==> config.mk <==
export PLATFORM = sky130hd
export DESIGN_NAME = adc_channel_scan_sequencer
export DESIGN_NICKNAME = d
export VERILOG_FILES = /design/src/rtl/core/acss_pkg.sv /design/src/rtl/core/adc_channel_scan_sequencer.sv
export SDC_FILE = /design/constraint.sdc
export NUM_CORES = 1
export LEC_CHECK = 0
export CAP_MARGIN = 20
export CORE_MARGIN = 2
export CORE_UTILIZATION = 64
export DETAILED_ROUTE_END_ITERATION = 6
export DONT_BUFFER_PORTS = 1
export HOLD_SLACK_MARGIN = 0.02
export PLACE_DENSITY = 0.76
export SYNTH_ARGS = -nofsm -noshare
export SYNTH_HDL_FRONTEND = slang
export SYNTH_SLANG_ARGS = --single-unit
==> constraint.sdc <==
create_clock -name clk -period 6.91 [get_ports clk]
set_input_delay 0.691 -clock clk [delete_from_list [all_inputs] [get_ports clk]]
set_output_delay 0.691 -clock clk [all_outputs]
set_load 0.02 [all_outputs]
==> src/rtl/core/acss_pkg.sv <==
// Shared types and constants for the ADC channel scan sequencer.
// No dependencies; imported by the sequencer and its checker.
`timescale 1ns / 1ps

package acss_pkg;

  localparam int DEFAULT_CHANNELS    = 8;
  localparam int DEFAULT_MAX_SAMPLES = 64;

  // Fixed field widths of the transaction ports.
  localparam int MASK_W   = 8;
  localparam int SAMPLE_W = 10;
  localparam int CHAN_W   = 3;
  localparam int INDEX_W  = 6;
  localparam int SPC_W    = 7;
  // Wide enough for any sample count up to 256.
  localparam int CNT_W    = 9;

  // Configuration port.
  localparam int PADDR_W = 3;
  localparam int PDATA_W = 32;
  localparam logic REG_SAMPLES_PER_CHANNEL = 1'b0;
  localparam logic [SPC_W-1:0] SPC_RESET = 7'd16;

  typedef enum logic {
    MODE_START  = 1'b0,
    MODE_SAMPLE = 1'b1
  } mode_t;

  typedef struct packed {
    logic                start_conversion;
    logic [CHAN_W-1:0]   next_channel;
    logic                write_enable;
    logic [CHAN_W-1:0]   write_channel;
    logic [INDEX_W-1:0]  write_index;
    logic [SAMPLE_W-1:0] write_data;
    logic                all_ready;
  } result_t;

endpackage

==> src/rtl/core/adc_channel_scan_sequencer.sv <==
// Round-robin ADC scan sequencer: picks channels, tracks fill positions, reports completion.
// Depends on acss_pkg.
`timescale 1ns / 1ps

// Usage
//   Input channel (in_valid / in_stall): mode 0 starts a run with channel_mask, mode 1
//   hands in a finished conversion with its sample. Output channel (out_valid /
//   out_stall): one result transaction per input transaction, telling which channel
//   to convert next, where to store the sample and whether every enabled channel
//   has its samples.
//   Accepted input is registered in the output or skid register. One transaction per
//   cycle is sustained while out_stall stays low; the channel pick is a rotate-priority
//   search over the mask and the count of enabled channels a popcount, both inside the
//   single register stage. A skid register behind the output register absorbs one
//   result while the receiver stalls; in_stall rises only when it is occupied.
//   Reset (synchronous, rst high) empties both registers, clears the run state and
//   sets samples_per_channel to 16. The APB port writes samples_per_channel at byte
//   addresses 0 to 3; a count of 0 acts as 1 and values above MAX_SAMPLES saturate.
module adc_channel_scan_sequencer #(
  parameter int CHANNELS    = acss_pkg::DEFAULT_CHANNELS,
  parameter int MAX_SAMPLES = acss_pkg::DEFAULT_MAX_SAMPLES
) (
  input  logic                          clk,
  input  logic                          rst,
  input  logic                          psel,
  input  logic                          penable,
  input  logic                          pwrite,
  input  logic [acss_pkg::PADDR_W-1:0]  paddr,
  input  logic [acss_pkg::PDATA_W-1:0]  pwdata,
  output logic [acss_pkg::PDATA_W-1:0]  prdata,
  output logic                          pready,
  input  logic                          in_valid,
  output logic                          in_stall,
  input  logic                          mode,
  input  logic [acss_pkg::MASK_W-1:0]   channel_mask,
  input  logic [acss_pkg::SAMPLE_W-1:0] sample,
  output logic                          out_valid,
  input  logic                          out_stall,
  output logic                          start_conversion,
  output logic [acss_pkg::CHAN_W-1:0]   next_channel,
  output logic                          write_enable,
  output logic [acss_pkg::CHAN_W-1:0]   write_channel,
  output logic [acss_pkg::INDEX_W-1:0]  write_index,
  output logic [acss_pkg::SAMPLE_W-1:0] write_data,
  output logic                          all_ready
);
  import acss_pkg::*;

  localparam int CH_W   = $clog2(CHANNELS);
  localparam int PEND_W = $clog2(CHANNELS + 1);
  localparam int FILL_W = $clog2(MAX_SAMPLES + 1);
  localparam logic [CNT_W-1:0]  MAX_CNT  = CNT_W'(MAX_SAMPLES);
  localparam logic [CH_W-1:0]   LAST_CH  = CH_W'(CHANNELS - 1);

  // Configuration register.
  logic [SPC_W-1:0] samples_per_channel;
  logic             cfg_write;

  // Run state.
  logic [CHANNELS-1:0] active_mask, active_mask_next;
  logic [CHANNELS-1:0] full_mask, full_mask_next;
  logic [CH_W-1:0]     current_channel, current_channel_next;
  logic [PEND_W-1:0]   pending_channels, pending_channels_next;
  logic [FILL_W-1:0]   fill_position [CHANNELS];
  logic                fill_clear;
  logic                fill_write;

  // Datapath signals.
  logic                accept;
  logic                out_take;
  result_t             res;
  result_t             out_reg;
  result_t             skid_reg;
  logic                skid_valid;
  logic [CHANNELS-1:0] new_mask;
  logic [PEND_W-1:0]   mask_count;
  logic [CNT_W-1:0]    eff_count;
  logic [CNT_W-1:0]    spc_ext;
  logic [CNT_W-1:0]    pos_ext;
  logic [CNT_W-1:0]    pos_inc;
  logic                becomes_full;

  // First channel after 'from' in rotation order whose bit is set in 'want'.
  function automatic logic [CH_W-1:0] pick_next(input logic [CH_W-1:0] from,
                                               input logic [CHANNELS-1:0] want);
    int unsigned     idx;
    logic [CH_W-1:0] slot;
    logic [CH_W-1:0] sel;
    sel = from;
    for (int k = CHANNELS; k >= 1; k--) begin
      idx = int'(from) + k;
      if (idx >= CHANNELS) begin
        idx = idx - CHANNELS;
      end
      slot = CH_W'(idx);
      if (want[slot]) begin
        sel = slot;
      end
    end
    return sel;
  endfunction

  // ---------------------------------------------------------------- APB port
  assign pready    = 1'b1;
  assign cfg_write = psel && penable && pwrite && pready &&
                     (paddr[PADDR_W-1] == REG_SAMPLES_PER_CHANNEL);
  assign prdata    = (paddr[PADDR_W-1] == REG_SAMPLES_PER_CHANNEL) ?
                     PDATA_W'(samples_per_channel) : '0;

  always_ff @(posedge clk) begin
    if (rst) begin
      samples_per_channel <= SPC_RESET;
    end else if (cfg_write) begin
      samples_per_channel <= pwdata[SPC_W-1:0];
    end
  end

  // ---------------------------------------------------------------- handshake
  assign in_stall = skid_valid;
  assign accept   = in_valid && !skid_valid;
  assign out_take = out_valid && !out_stall;

  // ---------------------------------------------------------------- next state
  assign new_mask = channel_mask[CHANNELS-1:0];
  assign spc_ext  = CNT_W'(samples_per_channel);
  assign pos_ext  = CNT_W'(fill_position[current_channel]);
  assign pos_inc  = (pos_ext < MAX_CNT) ? pos_ext + CNT_W'(1) : pos_ext;

  always_comb begin
    if (spc_ext == '0) begin
      eff_count = CNT_W'(1);
    end else if (spc_ext > MAX_CNT) begin
      eff_count = MAX_CNT;
    end else begin
      eff_count = spc_ext;
    end
  end

  always_comb begin
    mask_count = '0;
    for (int i = 0; i < CHANNELS; i++) begin
      mask_count = mask_count + PEND_W'(new_mask[i]);
    end
  end

  assign becomes_full = (pos_inc >= eff_count) && !full_mask[current_channel];

  always_comb begin
    active_mask_next      = active_mask;
    full_mask_next        = full_mask;
    current_channel_next  = current_channel;
    pending_channels_next = pending_channels;
    fill_clear            = 1'b0;
    fill_write            = 1'b0;
    res                   = '0;
    case (mode_t'(mode))
      MODE_START: begin
        active_mask_next      = new_mask;
        full_mask_next        = '0;
        fill_clear            = 1'b1;
        pending_channels_next = mask_count;
        current_channel_next  = LAST_CH;
        if (mask_count != '0) begin
          current_channel_next = pick_next(LAST_CH, new_mask);
          res.start_conversion = 1'b1;
          res.next_channel     = CHAN_W'(current_channel_next);
        end
      end
      MODE_SAMPLE: begin
        if (pending_channels != '0) begin
          fill_write         = 1'b1;
          res.write_enable   = 1'b1;
          res.write_channel  = CHAN_W'(current_channel);
          res.write_index    = INDEX_W'(pos_ext);
          res.write_data     = sample;
          if (becomes_full) begin
            full_mask_next[current_channel] = 1'b1;
            pending_channels_next = pending_channels - PEND_W'(1);
          end
          if (pending_channels_next != '0) begin
            current_channel_next = pick_next(current_channel,
                                             active_mask & ~full_mask_next);
            res.start_conversion = 1'b1;
            res.next_channel     = CHAN_W'(current_channel_next);
          end
        end
      end
      default: begin
        res = '0;
      end
    endcase
    res.all_ready = (pending_channels_next == '0);
  end

  // ---------------------------------------------------------------- state registers
  always_ff @(posedge clk) begin
    if (rst) begin
      active_mask      <= '0;
      full_mask        <= '0;
      current_channel  <= '0;
      pending_channels <= '0;
    end else if (accept) begin
      active_mask      <= active_mask_next;
      full_mask        <= full_mask_next;
      current_channel  <= current_channel_next;
      pending_channels <= pending_channels_next;
    end
  end

  always_ff @(posedge clk) begin
    if (rst) begin
      for (int i = 0; i < CHANNELS; i++) begin
        fill_position[i] <= '0;
      end
    end else if (accept && fill_clear) begin
      for (int i = 0; i < CHANNELS; i++) begin
        fill_position[i] <= '0;
      end
    end else if (accept && fill_write) begin
      fill_position[current_channel] <= FILL_W'(pos_inc);
    end
  end

  // ---------------------------------------------------------------- output and skid
  always_ff @(posedge clk) begin
    if (rst) begin
      out_valid  <= 1'b0;
      skid_valid <= 1'b0;
    end else if (skid_valid) begin
      if (out_take) begin
        skid_valid <= 1'b0;
      end
    end else if (accept) begin
      if (out_valid && !out_take) begin
        skid_valid <= 1'b1;
      end else begin
        out_valid <= 1'b1;
      end
    end else if (out_take) begin
      out_valid <= 1'b0;
    end
  end

  always_ff @(posedge clk) begin
    if (skid_valid) begin
      if (out_take) begin
        out_reg <= skid_reg;
      end
    end else if (accept) begin
      if (out_valid && !out_take) begin
        skid_reg <= res;
      end else begin
        out_reg <= res;
      end
    end
  end

  assign start_conversion = out_reg.start_conversion;
  assign next_channel     = out_reg.next_channel;
  assign write_enable     = out_reg.write_enable;
  assign write_channel    = out_reg.write_channel;
  assign write_index      = out_reg.write_index;
  assign write_data       = out_reg.write_data;
  assign all_ready        = out_reg.all_ready;

endmodule

==> impl_metrics.csv <==
group,metric,value,unit
clock_network,cts_max_level,4,
sta,fin_skew,0.009700,ns
sta,fin_crit_sh,0.8465,
run_status,run_status,"complete, no violations",
clock_network,post_cts_resized,0,
placement,routabilityCongestion,0.9061,
die,die_x,115.3,microns
synthesis,synth_area_per_cell,10.51,sq um
clock_network,numCtsBuffers,17,
clock_network,post_cts_buffers,0,
min_path,hold_class,"input pin to flip-flop",
sta,setup_viol,0,
synthesis,ys_ff_latch,141,
final_layout,largest_reg_flops,56,
sta,setup_ws,1.061,ns
die,initial_core_util,0.6570,
clock_network,cts_tree,"yes",
route,totalWireLength,18.21,mm
placement,hpwlAfterDp,12.68,mm
clock_network,clockRootBuffer,"clkbuf_16",
pwr,power,2.937,mW
synthesis,ys_seq_area_frac,0.4901,
clock_network,clkSinkCount,141,
route,wire_per_inst,19.64,microns
sta,maxSlewViolCount,0,
job,drv_cap,0,
synthesis,synth_edf_count,106,
synthesis,synth_cells,754,
global_routing,busiest_layer,"met2",
route,via_per_inst,6.263,
global_routing,antenna_found_initial,0,
sta,finalSetupTns,0,ns
route,via_count,5806,
clock_network,cts.path.max_buffers,2,
critical_path,reg2reg_depth,19,
global_routing,grt_use_total,0.2866,
pwr,ir_drop,0.2233,mV
critical_path,crit_fanout,9,
pwr,p_leak,3.277,nW
die,num_rows,40,
global_routing,grtUsageMet3,0.06484,
final_layout,area_growth,8.369,%
global_routing,first_global_vias,5694,
route,drtAntennaViolNets,0,
final_layout,layout.nets,829,
sta,rsz0062_at_grt,"false",
clock_network,clkSlewWorstSetupHoldPaths,0.06,ns
global_routing,met1_usage,0.3722,
synthesis,yosysTopAreaCellShare,0.4017,
critical_path,cp.arrival,6.02,ns
die,dieHeight,115.3,microns
pwr,power.density,342.0,mW/mm^2
die,core_area,0.01206,sq mm
critical_path,r2r_end,"next_channel[2]",
critical_path,crit_end,"next_channel[2]",
placement,numPortBuffers,0,
route,dr.pass1.iters,5,
final_layout,fin_cells,927,
final_layout,antenna_cells,0,
sta,worst_pin_slew,0.9376,ns
synthesis,synthFlopType,"edfxtp_1",
die,die_area,0.01329,sq mm
critical_path,r2r_slack,1.06,ns
global_routing,overflow,0,
global_routing,use_met2,0.4686,
synthesis,yosysUniqueCellTypes,77,
clock_network,cts-hold-fix-buffers,0,
clock_network,clkLatencyLatePin,0.42,ns
critical_path,cp-start-kind,"flip-flop",
synthesis,async_flop_share,0,
die,io_pins,121,
critical_path,required,7.08,ns
global_routing,grt_pass1_wl,28.99,mm
sta,hold-worst-slack,0.3333,ns
global_routing,grt_max_degree,47,
sta,period_needed,5.849,ns
sta,relSlewSlack,0.3749,
synthesis,synth_area_leaders,"edfxtp_1, dfxtp_1, mux4_2",
final_layout,layout-drive-gt1-share,0.1225,
sta,max_clock_freq,171.0,MHz
synthesis,syn-cell-area,0.007924,sq mm
placement,pre_cts_slack,1.093,ns
route,drc,0,
sta,hold_viol_final,0,
critical_path,critPathKind,"flip-flop to flip-flop",
synthesis,ys_warn_count,0,
route,drt_iter0_drc,569,
placement,dp_cells,894,
synthesis,synth_top_area_cell,"edfxtp_1",
critical_path,endpoint_kind,"flip-flop",
critical path, stage by stage, from the launching register on:
cell and delay [ns]:
dfxtp_1 0.55, buf_4 0.30, mux4_2 0.54, mux2_2 0.33, ha_1 0.25, nand2_1 0.10
xnor2_1 0.12, buf_4 0.18, inv_1 0.07, ha_1 0.31, a21o_1 0.16, a31oi_1 0.30
o21ai_1 0.29, a311oi_1 0.56, nor3_1 0.12, o31ai_1 0.25, a21oi_1 0.09, o32ai_1 0.53
o22ai_1 0.22, mux2_2 0.31
worst min-delay path by stage:
stage | slack [ns] | cells after the start | endpoint | from
6_report | 0.33 | 1 | out_valid | rst
3_5_place_dp | 0.44 | 2 | active_mask[7] | active_mask[7]
3_3_place_gp | 0.44 | 2 | active_mask[7] | active_mask[7]
5_1_grt | 0.31 | 1 | out_valid | rst
2_1_floorplan | 0.43 | 2 | active_mask[0] | active_mask[0]
4_1_cts | 0.32 | 1 | pending_channels[2] | rst
routing by layer:
metal / up-vias / routed length, microns
li1: 2678 / -
met1: 2827 / 7212
met2: 266 / 9267
met3: 35 / 1321
met4: 0 / 407
met5: - / 0
cell families (layout without fill, tap and decap cells):
family          count (synthesis)  count (layout)  share of synthesized area
mux                            62              62                     0.1085
xor+xnor                       12              12                    0.01326
simple gates                  275             275                     0.1637
other cells                     2              26                  0.0009478
buf+inv                       101              82                    0.06079
fa+ha+maj                      22              22                    0.03853
compound gates                139             139                     0.1241
flops                         141             141                     0.4901
cell type report:
cell class	count	area [sq um]
clock inverters	15	157.7
repair buffers	13	117.6
clock buffers	17	425.4
well taps	168	210.2
flip-flops and latches	141	3885
multi-input cells	536	3652
fillers	870	3475
inverters	37	138.9
synth_stat cells, types with 5 or more instances:
library cell and count:
buf_4 26, ha_1 18, o21a_1 5, nand3_1 8, nor2b_1 19, and2_1 15
a311oi_1 6, o21ai_0 15, nor3_1 17, a31oi_1 14, xor2_1 5, nand2b_1 11
inv_1 34, edfxtp_1 106, mux2i_1 27, dfxtp_1 35, mux2_2 16, mux4_2 17
xnor2_1 7, o22ai_1 6, nor2_1 100, a21oi_1 37, clkbuf_1 30, nand2_1 77
o31ai_1 10
per-stage QoR:
step	util	instance area, sq um
6_report	0.7119	8587
5_1_grt	0.7119	8587
4_1_cts	0.7096	8559
3_5_place_dp	0.6613	7976
3_3_place_gp	0.6613	7976
2_1_floorplan	-	8014
where the power goes:
part	leakage, nW	switching (mW)	internal (mW)	total (mW)
Combinational	1.62	0.604	0.364	0.968
Clock	0.287	0.360	0.536	0.896
Sequential	1.37	0.0859	0.987	1.07
layout by cell type, fill, tap and decap left out, types with 3 or more instances in the layout:
cell type and n:
a211oi_1 4, a21oi_1 36, a22oi_1 4, a311oi_1 6, a31oi_1 14, and2_1 15
and3_1 3, buf_4 12, clkbuf_16 17, clkinv_1 4, clkinv_4 3, conb_1 26
dfxtp_1 34, edfxtp_1 106, fa_1 4, ha_1 18, inv_1 34, inv_6 5
mux2_2 16, mux2i_1 27, mux4_2 17, nand2_1 77, nand2b_1 11, nand3_1 8
nand3b_1 3, nor2_1 100, nor2b_1 19, nor3_1 17, nor3b_1 3, o211ai_1 3
o21a_1 5, o21ai_0 15, o21ai_1 4, o21bai_1 3, o22ai_1 6, o31ai_1 10
or4_1 3, xnor2_1 7, xor2_1 5
(Power assumes the default switching activity.)
